==> config.mk <==
export PLATFORM = sky130hd
export DESIGN_NAME = multicast_group_membership_engine_core
export DESIGN_NICKNAME = d
export VERILOG_FILES = /design/src/rtl/mgme_pkg.sv /design/src/rtl/mgme_front.sv /design/src/rtl/mgme_back.sv /design/src/rtl/multicast_group_membership_engine_core.sv
export SDC_FILE = /design/constraint.sdc
export NUM_CORES = 1
export LEC_CHECK = 0
export ABC_AREA = 1
export BUFFER_PORTS_ARGS = -buffer_cell sky130_fd_sc_hd__buf_4
export CELL_PAD_IN_SITES_DETAIL_PLACEMENT = 1
export CELL_PAD_IN_SITES_GLOBAL_PLACEMENT = 1
export CORE_UTILIZATION = 24
export DETAILED_ROUTE_END_ITERATION = 7
export PLACE_DENSITY_LB_ADDON = 0.15
export SKIP_LAST_GASP = 1
export SLEW_MARGIN = 30
export SYNTH_ARGS = -nofsm -noshare
export SYNTH_HDL_FRONTEND = slang
export SYNTH_HIERARCHICAL = 1
export SYNTH_SLANG_ARGS = --single-unit
==> constraint.sdc <==
create_clock -name clk -period 12.3 [get_ports clk]
set_input_delay 0.615 -clock clk [delete_from_list [all_inputs] [get_ports clk]]
set_output_delay 0.615 -clock clk [all_outputs]
set_load 0.005 [all_outputs]
==> src/rtl/mgme_pkg.sv <==
// ----------------------------------------------------------------------------
// mgme_pkg
// Shared types and constants of the multicast group membership engine.
// ----------------------------------------------------------------------------
package mgme_pkg;

	localparam int GROUPS_DEF     = 16;
	localparam int INTERFACES_DEF = 4;

	localparam logic [31:0] ALL_SYSTEMS = 32'hE000_0001;

	localparam logic [2:0] ACT_JOIN   = 3'd0;
	localparam logic [2:0] ACT_LEAVE  = 3'd1;
	localparam logic [2:0] ACT_QUERY  = 3'd2;
	localparam logic [2:0] ACT_REPORT = 3'd3;
	localparam logic [2:0] ACT_TICK   = 3'd4;
	localparam logic [2:0] ACT_OTHER  = 3'd5;

	localparam logic [1:0] KIND_STATUS = 2'd0;
	localparam logic [1:0] KIND_REPORT = 2'd1;
	localparam logic [1:0] KIND_LEAVE  = 2'd2;

	localparam logic [2:0] STS_OK         = 3'd0;
	localparam logic [2:0] STS_BAD        = 3'd1;
	localparam logic [2:0] STS_FULL       = 3'd2;
	localparam logic [2:0] STS_BAD_FRAME  = 3'd3;
	localparam logic [2:0] STS_NOT_US     = 3'd4;
	localparam logic [2:0] STS_UNEXPECTED = 3'd5;

	localparam logic CFG_JOIN_DELAY = 1'b0;
	localparam logic CFG_V1_MAXRESP = 1'b1;

	localparam logic [7:0] JOIN_DELAY_RST = 8'd5;
	localparam logic [7:0] V1_MAXRESP_RST = 8'd10;

	typedef enum logic [1:0] {GS_NON, GS_IDLE, GS_DELAY} gstate_t;

	typedef enum logic [3:0] {
		OP_JOIN, OP_LEAVE, OP_QGEN, OP_QALL, OP_QGRP,
		OP_REPORT, OP_OTHER, OP_TICK, OP_STATUS
	} op_t;

	typedef struct packed {
		op_t         op;
		logic [1:0]  ifc;
		logic [31:0] addr;
		logic [31:0] mgrp;
		logic [7:0]  mr;
		logic [2:0]  status;
	} item_t;

	typedef struct packed {
		logic [1:0]  ifc;
		logic [31:0] addr;
		gstate_t     st;
		logic [7:0]  timer;
		logic        flag;
	} entry_t;

	typedef enum logic [2:0] {
		S_IDLE, S_FIND_RD, S_FIND_EV, S_APPLY, S_WALK_RD, S_WALK_EV, S_DONE
	} bstate_t;

endpackage

==> src/rtl/mgme_front.sv <==
// ----------------------------------------------------------------------------
// mgme_front
// Accepts input transactions, classifies them and queues them for the back end.
// ----------------------------------------------------------------------------
module mgme_front #(
	parameter int INTERFACES = mgme_pkg::INTERFACES_DEF
) (
	input  logic                clk,
	input  logic                arst_n,
	input  logic                in_valid,
	output logic                in_stall,
	input  logic [2:0]          action,
	input  logic [1:0]          interface_id,
	input  logic [31:0]         target_address,
	input  logic [31:0]         message_group,
	input  logic [7:0]          max_response,
	input  logic                frame_valid,
	input  logic [7:0]          v1_max_resp,
	output logic                q_valid,
	output mgme_pkg::item_t     q_item,
	input  logic                q_pop
);

	mgme_pkg::item_t it;
	mgme_pkg::item_t fifo_q [2];
	logic            wp_q, rp_q;
	logic [1:0]      cnt_q;
	logic            push;

	always_comb begin
		it        = '0;
		it.op     = mgme_pkg::OP_STATUS;
		it.ifc    = interface_id;
		it.addr   = target_address;
		it.mgrp   = message_group;
		it.mr     = max_response;
		it.status = mgme_pkg::STS_OK;
		case (action)
			mgme_pkg::ACT_JOIN: begin
				if (target_address[31:28] != 4'hE || 32'(interface_id) >= INTERFACES)
					it.status = mgme_pkg::STS_BAD;
				else
					it.op = mgme_pkg::OP_JOIN;
			end
			mgme_pkg::ACT_LEAVE: it.op = mgme_pkg::OP_LEAVE;
			mgme_pkg::ACT_TICK:  it.op = mgme_pkg::OP_TICK;
			mgme_pkg::ACT_QUERY, mgme_pkg::ACT_REPORT, mgme_pkg::ACT_OTHER: begin
				if (!frame_valid) begin
					it.status = mgme_pkg::STS_BAD_FRAME;
				end else if (action == mgme_pkg::ACT_REPORT) begin
					it.op = mgme_pkg::OP_REPORT;
				end else if (action == mgme_pkg::ACT_OTHER) begin
					it.op = mgme_pkg::OP_OTHER;
				end else if (target_address == mgme_pkg::ALL_SYSTEMS && message_group == '0) begin
					it.op = mgme_pkg::OP_QGEN;
					it.mr = (max_response == '0) ? v1_max_resp : max_response;
				end else if (target_address == mgme_pkg::ALL_SYSTEMS) begin
					it.op = mgme_pkg::OP_QALL;
				end else begin
					it.op = mgme_pkg::OP_QGRP;
				end
			end
			default: it.status = mgme_pkg::STS_BAD;
		endcase
	end

	assign in_stall = (cnt_q == 2'd2);
	assign push     = in_valid && !in_stall;
	assign q_valid  = (cnt_q != 2'd0);
	assign q_item   = fifo_q[rp_q];

	always_ff @(posedge clk or negedge arst_n) begin
		if (!arst_n) begin
			wp_q  <= 1'b0;
			rp_q  <= 1'b0;
			cnt_q <= 2'd0;
		end else begin
			if (push)
				wp_q <= !wp_q;
			if (q_pop)
				rp_q <= !rp_q;
			cnt_q <= cnt_q + 2'(push) - 2'(q_pop);
		end
	end

	always_ff @(posedge clk) begin
		if (push)
			fifo_q[wp_q] <= it;
	end

endmodule

==> src/rtl/mgme_back.sv <==
// ----------------------------------------------------------------------------
// mgme_back
// Walks the group table for queued transactions as needed and issues results.
// ----------------------------------------------------------------------------
module mgme_back #(
	parameter int GROUPS     = mgme_pkg::GROUPS_DEF,
	parameter int INTERFACES = mgme_pkg::INTERFACES_DEF
) (
	input  logic            clk,
	input  logic            arst_n,
	input  logic            q_valid,
	input  mgme_pkg::item_t q_item,
	output logic            q_pop,
	input  logic [7:0]      join_delay,
	output logic            out_valid,
	input  logic            out_stall,
	output logic [1:0]      kind,
	output logic [1:0]      out_interface,
	output logic [31:0]     out_group,
	output logic [2:0]      status,
	output logic            last
);

	localparam int IW    = $clog2(GROUPS);
	localparam int UW    = $clog2(GROUPS + 1);
	localparam int NINIT = (INTERFACES < GROUPS) ? INTERFACES : GROUPS;

	mgme_pkg::bstate_t state_q, state_d;
	mgme_pkg::item_t   it_q, it_d;
	mgme_pkg::entry_t  ent_q, ent_d, ent_rd, ne;
	mgme_pkg::entry_t  mem_q [GROUPS];
	mgme_pkg::entry_t  rd_s;
	mgme_pkg::entry_t  wdata;
	logic [31:0]       key_q, key_d;
	logic              sec_q, sec_d, found_q, found_d;
	logic [IW-1:0]     cnt_q, cnt_d, g_q, g_d, waddr, top_idx;
	logic [UW-1:0]     used_q, used_d;
	logic [2:0]        sts_q, sts_d;
	logic [NINIT-1:0]  init_q;
	logic              we, ld, emit, adv;
	logic [1:0]        e_kind, e_ifc;
	logic [31:0]       e_grp;
	logic [2:0]        e_sts;
	logic              e_last;

	function automatic mgme_pkg::entry_t query_entry(mgme_pkg::entry_t e, logic [7:0] mr);
		mgme_pkg::entry_t r;
		r = e;
		if (e.st == mgme_pkg::GS_IDLE || (e.st == mgme_pkg::GS_DELAY && mr > e.timer)) begin
			r.timer = {1'b0, mr[7:1]};
			r.st    = mgme_pkg::GS_DELAY;
		end
		return r;
	endfunction

	always_comb begin
		ent_rd = rd_s;
		for (int k = 0; k < NINIT; k++) begin
			if (cnt_q == IW'(k) && !init_q[k]) begin
				ent_rd.ifc   = 2'(k);
				ent_rd.addr  = mgme_pkg::ALL_SYSTEMS;
				ent_rd.st    = mgme_pkg::GS_IDLE;
				ent_rd.timer = '0;
				ent_rd.flag  = 1'b0;
			end
		end
	end

	assign ld      = !out_valid || !out_stall;
	assign top_idx = IW'(used_q - UW'(1));

	always_comb begin
		state_d = state_q;
		it_d    = it_q;
		ent_d   = ent_q;
		key_d   = key_q;
		sec_d   = sec_q;
		found_d = found_q;
		cnt_d   = cnt_q;
		g_d     = g_q;
		used_d  = used_q;
		sts_d   = sts_q;
		q_pop   = 1'b0;
		we      = 1'b0;
		waddr   = cnt_q;
		wdata   = ent_rd;
		ne      = ent_rd;
		adv     = 1'b1;
		emit    = 1'b0;
		e_kind  = mgme_pkg::KIND_REPORT;
		e_ifc   = it_q.ifc;
		e_grp   = it_q.addr;
		e_sts   = mgme_pkg::STS_OK;
		e_last  = 1'b0;
		case (state_q)
			mgme_pkg::S_IDLE: begin
				if (q_valid) begin
					q_pop = 1'b1;
					it_d  = q_item;
					key_d = q_item.addr;
					sec_d = 1'b0;
					cnt_d = top_idx;
					sts_d = q_item.status;
					case (q_item.op)
						mgme_pkg::OP_STATUS: state_d = mgme_pkg::S_DONE;
						mgme_pkg::OP_TICK:   state_d = mgme_pkg::S_WALK_RD;
						default:             state_d = mgme_pkg::S_FIND_RD;
					endcase
				end
			end
			mgme_pkg::S_FIND_RD: state_d = mgme_pkg::S_FIND_EV;
			mgme_pkg::S_FIND_EV: begin
				if (ent_rd.ifc == it_q.ifc && ent_rd.addr == key_q) begin
					found_d = 1'b1;
					ent_d   = ent_rd;
					g_d     = cnt_q;
					state_d = mgme_pkg::S_APPLY;
				end else if (cnt_q == '0) begin
					found_d = 1'b0;
					state_d = mgme_pkg::S_APPLY;
				end else begin
					cnt_d   = cnt_q - IW'(1);
					state_d = mgme_pkg::S_FIND_RD;
				end
			end
			mgme_pkg::S_APPLY: begin
				waddr = g_q;
				wdata = ent_q;
				case (it_q.op)
					mgme_pkg::OP_JOIN: begin
						wdata.ifc   = it_q.ifc;
						wdata.addr  = it_q.addr;
						wdata.st    = mgme_pkg::GS_DELAY;
						wdata.timer = join_delay;
						wdata.flag  = 1'b1;
						if (found_q) begin
							if (ent_q.st != mgme_pkg::GS_NON) begin
								state_d = mgme_pkg::S_DONE;
							end else if (ld) begin
								emit    = 1'b1;
								we      = 1'b1;
								state_d = mgme_pkg::S_DONE;
							end
						end else if (32'(used_q) >= GROUPS) begin
							sts_d   = mgme_pkg::STS_FULL;
							state_d = mgme_pkg::S_DONE;
						end else if (ld) begin
							emit    = 1'b1;
							we      = 1'b1;
							waddr   = IW'(used_q);
							used_d  = used_q + UW'(1);
							state_d = mgme_pkg::S_DONE;
						end
					end
					mgme_pkg::OP_LEAVE: begin
						wdata.st    = mgme_pkg::GS_NON;
						wdata.timer = '0;
						wdata.flag  = 1'b0;
						e_kind      = mgme_pkg::KIND_LEAVE;
						if (!found_q) begin
							sts_d   = mgme_pkg::STS_BAD;
							state_d = mgme_pkg::S_DONE;
						end else if (!ent_q.flag || ld) begin
							emit    = ent_q.flag;
							we      = 1'b1;
							state_d = mgme_pkg::S_DONE;
						end
					end
					mgme_pkg::OP_QGEN: begin
						if (!found_q) begin
							sts_d   = mgme_pkg::STS_NOT_US;
							state_d = mgme_pkg::S_DONE;
						end else begin
							cnt_d   = top_idx;
							state_d = mgme_pkg::S_WALK_RD;
						end
					end
					mgme_pkg::OP_QALL: begin
						state_d = mgme_pkg::S_DONE;
						if (!found_q) begin
							if (!sec_q)
								sts_d = mgme_pkg::STS_NOT_US;
						end else if (sec_q) begin
							we    = 1'b1;
							wdata = query_entry(ent_q, it_q.mr);
						end else begin
							sec_d   = 1'b1;
							key_d   = it_q.mgrp;
							cnt_d   = top_idx;
							state_d = mgme_pkg::S_FIND_RD;
						end
					end
					mgme_pkg::OP_QGRP: begin
						state_d = mgme_pkg::S_DONE;
						if (!found_q) begin
							sts_d = mgme_pkg::STS_NOT_US;
						end else begin
							we    = 1'b1;
							wdata = query_entry(ent_q, it_q.mr);
						end
					end
					mgme_pkg::OP_REPORT: begin
						state_d = mgme_pkg::S_DONE;
						wdata.st    = mgme_pkg::GS_IDLE;
						wdata.timer = '0;
						wdata.flag  = 1'b0;
						if (!found_q)
							sts_d = mgme_pkg::STS_NOT_US;
						else
							we = (ent_q.st == mgme_pkg::GS_DELAY);
					end
					mgme_pkg::OP_OTHER: begin
						state_d = mgme_pkg::S_DONE;
						sts_d   = found_q ? mgme_pkg::STS_UNEXPECTED : mgme_pkg::STS_NOT_US;
					end
					default: state_d = mgme_pkg::S_DONE;
				endcase
			end
			mgme_pkg::S_WALK_RD: state_d = mgme_pkg::S_WALK_EV;
			mgme_pkg::S_WALK_EV: begin
				e_ifc = ent_rd.ifc;
				e_grp = ent_rd.addr;
				if (it_q.op == mgme_pkg::OP_TICK) begin
					if (ent_rd.timer != '0) begin
						ne.timer = ent_rd.timer - 8'd1;
						if (ne.timer == '0 && ent_rd.st == mgme_pkg::GS_DELAY) begin
							ne.flag = 1'b1;
							adv     = ld;
							emit    = ld;
						end
						we    = adv;
						wdata = ne;
					end
				end else if (ent_rd.ifc == it_q.ifc && ent_rd.addr != mgme_pkg::ALL_SYSTEMS) begin
					we    = 1'b1;
					wdata = query_entry(ent_rd, it_q.mr);
				end
				if (adv) begin
					if (cnt_q == '0) begin
						state_d = mgme_pkg::S_DONE;
					end else begin
						cnt_d   = cnt_q - IW'(1);
						state_d = mgme_pkg::S_WALK_RD;
					end
				end
			end
			mgme_pkg::S_DONE: begin
				e_kind = mgme_pkg::KIND_STATUS;
				e_ifc  = '0;
				e_grp  = '0;
				e_sts  = sts_q;
				e_last = 1'b1;
				if (ld) begin
					emit    = 1'b1;
					state_d = mgme_pkg::S_IDLE;
				end
			end
			default: state_d = mgme_pkg::S_IDLE;
		endcase
	end

	always_ff @(posedge clk or negedge arst_n) begin
		if (!arst_n) begin
			state_q   <= mgme_pkg::S_IDLE;
			used_q    <= UW'(NINIT);
			init_q    <= '0;
			out_valid <= 1'b0;
		end else begin
			state_q <= state_d;
			used_q  <= used_d;
			if (ld)
				out_valid <= emit;
			if (we) begin
				for (int k = 0; k < NINIT; k++) begin
					if (waddr == IW'(k))
						init_q[k] <= 1'b1;
				end
			end
		end
	end

	always_ff @(posedge clk) begin
		it_q    <= it_d;
		ent_q   <= ent_d;
		key_q   <= key_d;
		sec_q   <= sec_d;
		found_q <= found_d;
		cnt_q   <= cnt_d;
		g_q     <= g_d;
		sts_q   <= sts_d;
		if (ld && emit) begin
			kind          <= e_kind;
			out_interface <= e_ifc;
			out_group     <= e_grp;
			status        <= e_sts;
			last          <= e_last;
		end
	end

	always_ff @(posedge clk) begin
		if (we)
			mem_q[waddr] <= wdata;
		rd_s <= mem_q[cnt_q];
	end

endmodule

==> src/rtl/multicast_group_membership_engine_core.sv <==
// ----------------------------------------------------------------------------
// multicast_group_membership_engine_core
// Host-side group membership engine with a table of joined groups.
// ----------------------------------------------------------------------------
// Input channel (in_valid/in_stall) takes one transaction per item: join,
// leave, received query, received report, other message, or tick. The
// front end classifies it and holds up to two items in a queue; in_stall
// rises only when that queue is full.
// The back end processes one item at a time. A table search visits
// entries newest first, a memory read then a compare for each; a tick or
// general query walks all used entries. A query on all-systems naming a
// group runs two searches. After the closing status is issued the back end
// returns to idle and takes the next item.
// Output channel (out_valid/out_stall) carries zero or more report or leave
// transactions followed by one status transaction with last set. The output
// register holds while out_stall is high, and the back end waits whenever it has a transaction to issue.
// Reset puts one all-systems entry per interface in the idle state, with
// both configuration registers at their defaults; no clearing pass is run.
// Configuration writes (cfg_we) update the registers; queued items keep the V1 max response set at classification.
// ----------------------------------------------------------------------------
module multicast_group_membership_engine_core #(
	parameter int GROUPS     = mgme_pkg::GROUPS_DEF,
	parameter int INTERFACES = mgme_pkg::INTERFACES_DEF
) (
	input  logic        clk,
	input  logic        arst_n,
	input  logic        cfg_we,
	input  logic        cfg_index,
	input  logic [7:0]  cfg_data,
	input  logic        in_valid,
	output logic        in_stall,
	input  logic [2:0]  action,
	input  logic [1:0]  interface_id,
	input  logic [31:0] target_address,
	input  logic [31:0] message_group,
	input  logic [7:0]  max_response,
	input  logic        frame_valid,
	output logic        out_valid,
	input  logic        out_stall,
	output logic [1:0]  kind,
	output logic [1:0]  out_interface,
	output logic [31:0] out_group,
	output logic [2:0]  status,
	output logic        last
);

	logic [7:0]      join_delay_q, v1_max_resp_q;
	logic            q_valid, q_pop;
	mgme_pkg::item_t q_item;

	always_ff @(posedge clk or negedge arst_n) begin
		if (!arst_n) begin
			join_delay_q  <= mgme_pkg::JOIN_DELAY_RST;
			v1_max_resp_q <= mgme_pkg::V1_MAXRESP_RST;
		end else if (cfg_we) begin
			case (cfg_index)
				mgme_pkg::CFG_JOIN_DELAY: join_delay_q  <= cfg_data;
				mgme_pkg::CFG_V1_MAXRESP: v1_max_resp_q <= cfg_data;
				default: ;
			endcase
		end
	end

	mgme_front #(
		.INTERFACES(INTERFACES)
	) u_front (
		.clk            (clk),
		.arst_n         (arst_n),
		.in_valid       (in_valid),
		.in_stall       (in_stall),
		.action         (action),
		.interface_id   (interface_id),
		.target_address (target_address),
		.message_group  (message_group),
		.max_response   (max_response),
		.frame_valid    (frame_valid),
		.v1_max_resp    (v1_max_resp_q),
		.q_valid        (q_valid),
		.q_item         (q_item),
		.q_pop          (q_pop)
	);

	mgme_back #(
		.GROUPS     (GROUPS),
		.INTERFACES (INTERFACES)
	) u_back (
		.clk           (clk),
		.arst_n        (arst_n),
		.q_valid       (q_valid),
		.q_item        (q_item),
		.q_pop         (q_pop),
		.join_delay    (join_delay_q),
		.out_valid     (out_valid),
		.out_stall     (out_stall),
		.kind          (kind),
		.out_interface (out_interface),
		.out_group     (out_group),
		.status        (status),
		.last          (last)
	);

	a_status_closes: assert property (@(posedge clk) disable iff (!arst_n)
		out_valid && last |-> kind == mgme_pkg::KIND_STATUS && out_interface == 2'd0
			&& out_group == 32'd0)
		else $error("closing item carries a message");

	a_message_ok: assert property (@(posedge clk) disable iff (!arst_n)
		out_valid && !last |-> (kind == mgme_pkg::KIND_REPORT || kind == mgme_pkg::KIND_LEAVE)
			&& status == mgme_pkg::STS_OK)
		else $error("message item malformed");

	a_pop_has_item: assert property (@(posedge clk) disable iff (!arst_n)
		q_pop |-> q_valid)
		else $error("queue popped while empty");

endmodule
==> parameters.txt, run 1 <==
Parameter                              Value

Critical path
  R2R setup slack    6.69 ns
  Ordered list of cells on the worst path    inv_4 > ha_1 > inv_1 > nor2_1 > nand2_2 > inv_1 > nor2_4 > nand2_1 > nand2_1 > nor3_1 > nand2_1 > nor2_1 > nand2_1 > nand3_1 > nand2_1 > nand2_1 > nand2_4 > nand2_2 > nor2_4 > buf_4
  Delay of the slowest cell on the worst path    0.73 ns
  Type of element launching the critical path    flip-flop
  Required time reported for the critical path endpoint    12.70 ns
  CP delay by family, top    simple AND/OR/NAND/NOR gates
  Worst EP arrival    6.01 ns
  CP Capture Type    flip-flop
  Most frequent cell on the critical path    sky130_fd_sc_hd__nand2_1
  Slowest cell on the critical path    sky130_fd_sc_hd__nor2_4
  Buf+Inv Stages, Crit Path    4
  Top fanout value on the critical path    43
  Worst setup path class    flip-flop to flip-flop

STA
  Worst setup margin    6.69 ns
  Final-layout setup total negative slack    0 ns
  Setup repair after global routing missed its margin    false
  Post-route minimum period    5.61 ns
  Max Slew Vio Count    0
  Final hold violations    0
  Setup clock skew after layout    0.0322 ns
  Achievable Freq    178 MHz
  Slew @ Worst Pin    1.17 ns
  Worst slew margin    20.9%
  Period Utilization, post-route    45.6%
  Final setup violating endpoints    0

Synthesis
  Register bit count reported by yosys    1164
  Syn_area_per_cell    12.5 um^2
  Main synth FF type    sky130_fd_sc_hd__edfxtp_1
  Netlist area before placement    47300 um^2
  Syn nets    3906
  Share of synthesized registers carrying an async set or reset    2.84%
  Number of enable-type register cells in the synthesized netlist    1086
  Post-synthesis sequential area ratio    72.6%
  Number of distinct library cell variants in the gate-level netlist after synthesis    51
  Warning count from the yosys run    6
  Gate Count Post-Synth    3786

Cells and area
  Synthesis-to-finish area growth    20.2%
  Top library cells by usage in the layout, fill and taps aside    1086 x sky130_fd_sc_hd__edfxtp_1, 545 x sky130_fd_sc_hd__nor2_1, 485 x sky130_fd_sc_hd__nand2_1
  NumNets Final    4100
  Final non-filler cell total    6716
  Fraction of layout cells with a size suffix above 1    14.6%
  Most frequent standard cell in the layout excluding fill and tap cells    sky130_fd_sc_hd__edfxtp_1

Die
  Number of core rows    162
  I/O pin count    134
  Area of the placeable core    195000 um^2
  Die Y    446 um
  Overall die width    446 um
  Die outline area    199000 um^2
  Starting density of the core    24.2%

GRT
  Vias in the first global route    31.6k
  All-Layer GR Usage    15.8%
  Global-route wire length before repair    229000 um
  Pin count of the biggest net entering global routing    130
  Residual overflow from global routing    0
  Antenna violations before repair    12

Clock network
  CTS Hold Buffers Added    64
  Number of buffers created by CTS    138
  Clock latency of the later-clocked register in the worst-skew pair    0.79 ns
  Clock tree from TritonCTS    yes
  Count of instances resized after the clock tree is built    0
  Clock H-tree levels    4
  Clk Tree Root Cell    sky130_fd_sc_hd__clkbuf_16
  Buffers inserted by post-CTS timing repair    0
  Clock buffer depth    3
  Sinks on Clock Net    1164
  CTS clk-pin slew, worst paths    0.06 ns

Detailed routing
  Drt wl/cell    23.5 um
  Router iterations before antenna repair    5
  Sum of routed wire length over all layers    158000 um
  Routed vias    30.4k
  Number of antenna-violating nets in the routed design    0
  DRC violations left    0
  Post-DR vias/cell    4.53
  DRC marker count from the first detailed-route iteration    1817

Placement
  Final GP Congestion    0.839
  Estimated wirelength of the detail-placed design    99900 um
  IO Port Bufs    133
  Placement Setup Slack    6.54 ns
  Number of instances in the placed design    6400

Power
  Peak VDD IR    0.150 mV
  Power density of the placed cells    256 nW/um^2
  P_leak    19.5 nW

Run
  Maxcap violations    0

Worst hold path
  Worst hold path type    input port to flip-flop

Run status
  Outcome    completed
## metrics by stage
step | power (mW) | cell area (um^2) | hold slack, ns | utilization [%]
final | 14.6 | 56900 | 0.0731 | 29.1
after floorplan | 8.26 | 47300 | 0.319 | -
after global placement | 10.6 | 51600 | 0.456 | 26.4
after global routing | 15.3 | 56900 | 0.0215 | 29.1
after CTS | 14.8 | 56800 | 0.000319 | 29.1
after detailed placement | 10.7 | 51700 | 0.455 | 26.5
## cell families after synthesis
logic type,after synthesis,synth area share [%]
muxes,80,1.90
and+or+nand+nor,1293,11.2
adders and majority gates,28,0.740
DFF,1164,72.6
other,1,0.00792
xor gates and xnor gates,29,0.537
AOI/OAI and AO/OA,777,9.47
buffers and inverters,414,3.54
## power by group
part           total (mW)  switching (mW)  leakage [nW]  internal (mW)
Combinational        4.73            3.61          6.68           1.12
Clock                4.05            1.69          2.17           2.35
Sequential           5.80           0.285          10.6           5.51
## Yosys cell counts, types with 19 or more instances
cell                       instances  area share, %
sky130_fd_sc_hd__nor2_2           19           0.25
sky130_fd_sc_hd__nor2_1          562            4.5
sky130_fd_sc_hd__nand3_1         161            1.7
sky130_fd_sc_hd__dfxtp_1          45            1.9
sky130_fd_sc_hd__o21ai_0         457            4.8
sky130_fd_sc_hd__a21oi_1          32           0.34
sky130_fd_sc_hd__clkbuf_1        171            1.4
sky130_fd_sc_hd__nand2_1         486            3.9
sky130_fd_sc_hd__o221ai_1         61            1.1
sky130_fd_sc_hd__nand4_1          20           0.26
sky130_fd_sc_hd__mux2_2           79            1.9
sky130_fd_sc_hd__xnor2_1          19           0.35
sky130_fd_sc_hd__dfrtp_1          28            1.5
sky130_fd_sc_hd__o22ai_1         160            2.1
sky130_fd_sc_hd__inv_1           200            1.6
sky130_fd_sc_hd__o211ai_1         40           0.63
sky130_fd_sc_hd__edfxtp_1       1086             69
sky130_fd_sc_hd__ha_1             28           0.74
## sequential cells by signal, indices dropped and copies added, names as in the netlist, 2 cells and up
name                  cells
join_delay_q              8
u_back/cnt_q              4
u_back/ent_q             45
u_back/g_q                4
u_back/init_q             4
u_back/it_q              78
u_back/key_q             32
u_back/kind               2
u_back/mem_q            720
u_back/out_group         32
u_back/out_interface      2
u_back/rd_s              45
u_back/state_q            3
u_back/status             3
u_back/sts_q              3
u_back/used_q             5
u_front/cnt_q             2
u_front/fifo_q          158
v1_max_resp_q             8
## metal layers
metal | global-route usage [%] | part of all wire (%)
met5 | 0 | 0
met4 | 3.83 | 1.8
met1 | 22.8 | 49
met2 | 24.7 | 45
met3 | 2.21 | 3.5
## final timing paths
kind	from	end	depth (start not counted)
worst max-delay path	u_back/cnt_q[1]	u_back/mem_q[9][12]	20
worst min-delay path	target_address[25]	u_front/fifo_q[1][67]	1
worst max register to register	u_back/cnt_q[1]	u_back/mem_q[9][12]	20
worst min register to register	u_back/init_q[0]	u_back/init_q[0]	2
max in group asynchronous	arst_n	u_front/rp_q	2
min in group asynchronous	arst_n	v1_max_resp_q[0]	2
## area by class of cell
class                   count  area (um^2)
diodes                      4         10.0
multi-input cells        2208        11800
flip-flops and latches   1164        34300
clock inverters            74          713
clock buffers             174         3730
inverters                 209          805
repair buffers            259         2160
fillers                 21198       139000
well taps                2624         3280
Note: power is estimated with default switching activity, not from simulation.
==> run 2: changes to the inputs <==
==> constraint.sdc (replaced) <==
create_clock -name clk -period 5.2 [get_ports clk]
set_input_delay 0.26 -clock clk [delete_from_list [all_inputs] [get_ports clk]]
set_output_delay 0.26 -clock clk [all_outputs]
set_load 0.005 [all_outputs]
==> run 2 against run 1 <==
  * Clock power increased by 140%
  * Setup slack worse by 6.1 ns
  * Cell count grew 1.2%
  * Combinational power rose by 130%
  * Design area is 0.94% higher
  * Utilization increased by 0.27 points
  * Critical endpoint is now u_back/mem_q[11][16]
  * Highest routed layer is now met5
==> parameters.txt, run 2 (synthesized netlist as in run 1, its figures left out) <==
Parameter                              Value

Cells and area
  Flip-flop count of the largest register after layout    720
  Top Registers    u_back/mem_q x720, u_front/fifo_q x158, u_back/it_q x78
  Reg with most FFs    u_back/mem_q
  Number of fill cells in the layout    21.4k
  Post-layout instance area    57400 um^2
  Top library cells by usage in the layout, fill and taps aside    1086 x sky130_fd_sc_hd__edfxtp_1, 545 x sky130_fd_sc_hd__nor2_1, 485 x sky130_fd_sc_hd__nand2_1
  Most frequent standard cell in the layout excluding fill and tap cells    sky130_fd_sc_hd__edfxtp_1
  NumNets Final    4183
  Synthesis-to-finish area growth    21.3%
  Fraction of layout cells with a size suffix above 1    14.5%
  Final non-filler cell total    6798

Detailed routing
  Sum of routed wire length over all layers    157000 um
  DRC marker count from the first detailed-route iteration    1912
  Post-DR vias/cell    4.51
  Drt wl/cell    23.1 um
  Routed vias    30.6k
  Number of antenna-violating nets in the routed design    0
  Router iterations before antenna repair    5
  DRC violations left    0

GRT
  Vias in the first global route    32.2k
  Antenna violations before repair    16
  Global-route wire length before repair    229000 um
  Residual overflow from global routing    0
  Pin count of the biggest net entering global routing    166
  All-Layer GR Usage    15.7%

Power
  P_leak    19.8 nW
  Switching power total    13.0 mW
  Power density of the placed cells    600 nW/um^2
  Switch share    37.6%
  Proportion of power drawn by the clock network    28.0%
  Comb power frac    32.2%
  Part of the total power dissipated in sequential elements    39.8%
  Peak VDD IR    0.400 mV
  Internal Dissipation    21.5 mW

Critical path
  Top fanout value on the critical path    23
  Delay of the slowest cell on the worst path    0.64 ns
  Required time reported for the critical path endpoint    5.65 ns
  Most frequent cell on the critical path    sky130_fd_sc_hd__nand2_1
  Type of element launching the critical path    flip-flop
  Worst EP arrival    5.03 ns
  Ordered list of cells on the worst path    ha_1 > inv_1 > nor2_1 > nand2_2 > nand3_2 > nor2_4 > buf_4 > nand2_1 > nand2_1 > nor3_1 > nand2_1 > nor2_1 > nand2_1 > nand3_1 > nand2_1 > nand2_1 > nand2_4 > nand2_2 > nor2_4 > buf_12
  CP Capture Type    flip-flop
  Count of cells along the worst register-to-register path    20
  Worst setup path class    flip-flop to flip-flop
  Slowest cell on the critical path    sky130_fd_sc_hd__nor2_4

Clock network
  Clk Tree Root Cell    sky130_fd_sc_hd__clkbuf_16
  Number of buffers created by CTS    141
  Clock buffer depth    3
  Clock H-tree levels    4
  Count of instances resized after the clock tree is built    0
  Clock latency of the later-clocked register in the worst-skew pair    0.77 ns
  Clock tree from TritonCTS    yes
  CTS clk-pin slew, worst paths    0.06 ns
  Sinks on Clock Net    1164

STA
  Worst slew margin    36.4%
  Post-route minimum period    4.58 ns
  Setup clock skew after layout    0.0243 ns
  Worst setup margin    0.615 ns
  Final hold violations    0
  Final setup violating endpoints    0
  Setup repair after global routing missed its margin    false
  Slew @ Worst Pin    0.955 ns
  Achievable Freq    218 MHz
  Max Slew Vio Count    0
  Period Utilization, post-route    88.2%

Die
  Overall die width    446 um
  Starting density of the core    24.2%
  Die Y    446 um
  Number of core rows    162
  Area of the placeable core    195000 um^2
  Die outline area    199000 um^2
  I/O pin count    134

Worst hold path
  Worst hold path type    input port to async pin

Placement
  Placement Setup Slack    0.484 ns
  Final GP Congestion    0.790
  Area after detailed placement    51900 um^2
  Number of instances in the placed design    6443
  IO Port Bufs    133
  Estimated wirelength of the detail-placed design    98100 um

Run
  Maxcap violations    0

Run status
  Outcome    completed
==> run 2: cell types whose count changed in the layout (fill, tap and decap cells not counted), moves of 7 or more <==
cell and change:
sky130_fd_sc_hd__o22ai_1 +31, sky130_fd_sc_hd__o22ai_4 -22, sky130_fd_sc_hd__buf_4 +30, sky130_fd_sc_hd__clkbuf_1 +14, sky130_fd_sc_hd__clkinv_1 -7, sky130_fd_sc_hd__o22ai_2 -9
sky130_fd_sc_hd__dlygate4sd3_1 +37, sky130_fd_sc_hd__buf_12 +15
==> run 2: final timing paths <==
check	endpoint	slack [ns]	startpoint
hold reg to reg	join_delay_q[0]	0.46	join_delay_q[0]
setup / recovery	u_back/mem_q[11][16]	0.62	u_back/cnt_q[0]
hold / removal	join_delay_q[5]	0.04	arst_n
min in group clk	u_front/wp_q	0.13	in_valid
setup reg to reg	u_back/mem_q[11][16]	0.62	u_back/cnt_q[0]
max in group asynchronous	u_front/rp_q	4.73	arst_n
==> run 2: power by group through the flow <==
stage | combinational (mW) | sequential (mW) | clock [mW]
after detailed placement | 11.2 | 13.9 | 0
after global routing | 12.2 | 13.8 | 10.3
after global placement | 11.2 | 13.9 | 0
after CTS | 11.3 | 13.7 | 9.96
final | 11.1 | 13.7 | 9.65
after floorplan | 5.99 | 13.5 | 0
==> run 2: worst max-delay path: cells and delay by family, from the launching register on <==
kind          cells  cell delay, ns
flops             1            0.57
buf+inv           3            0.64
simple gates     16            2.75
fa+ha+maj         1            0.28
==> run 2: area by class of cell <==
type	instances	area (um^2)	area share (%)
Clock inverter	63	659	1.15
Tap cell	2624	3280	5.72
Clock buffer	190	3850	6.70
Timing Repair Buffer	339	3010	5.23
Multi-Input combinational cell	2208	11500	20.0
Antenna cell	1	2.50	0.00436
Inverter	209	802	1.40
Sequential cell	1164	34300	59.8
==> run 2: repair_timing <==
| action | in CTS | in global routing |
|---|---|---|
| setup buffers | 0 | 0 |
| setup endpoints to repair | 0 | 0 |
| hold buffers | 101 | 0 |
| endpoints found under the hold margin | 207 | 0 |
==> run 2: per-layer routing <==
layer	vias to the layer above	track usage, %	share of wire [%]	routed length (um)
met3	186	2.48	4.0	6270
met1	15608	22.0	48	75000
li1	14236	-	-	-
met4	2	3.86	2.0	3070
met2	597	25.3	46	72700
met5	-	0	0.0070	11
==> run 2: metrics by stage <==
stage	hold WS, ns	setup TNS (ns)	util (%)	total power [mW]
after global routing	0.0437	0	29.4	36.3
after global placement	0.291	0	26.6	25.2
after CTS	0.00671	0	29.4	35.0
after detailed placement	0.295	0	26.6	25.1
final	0.0411	0	29.4	34.5
after floorplan	-0.0356	-246.40	-	19.5
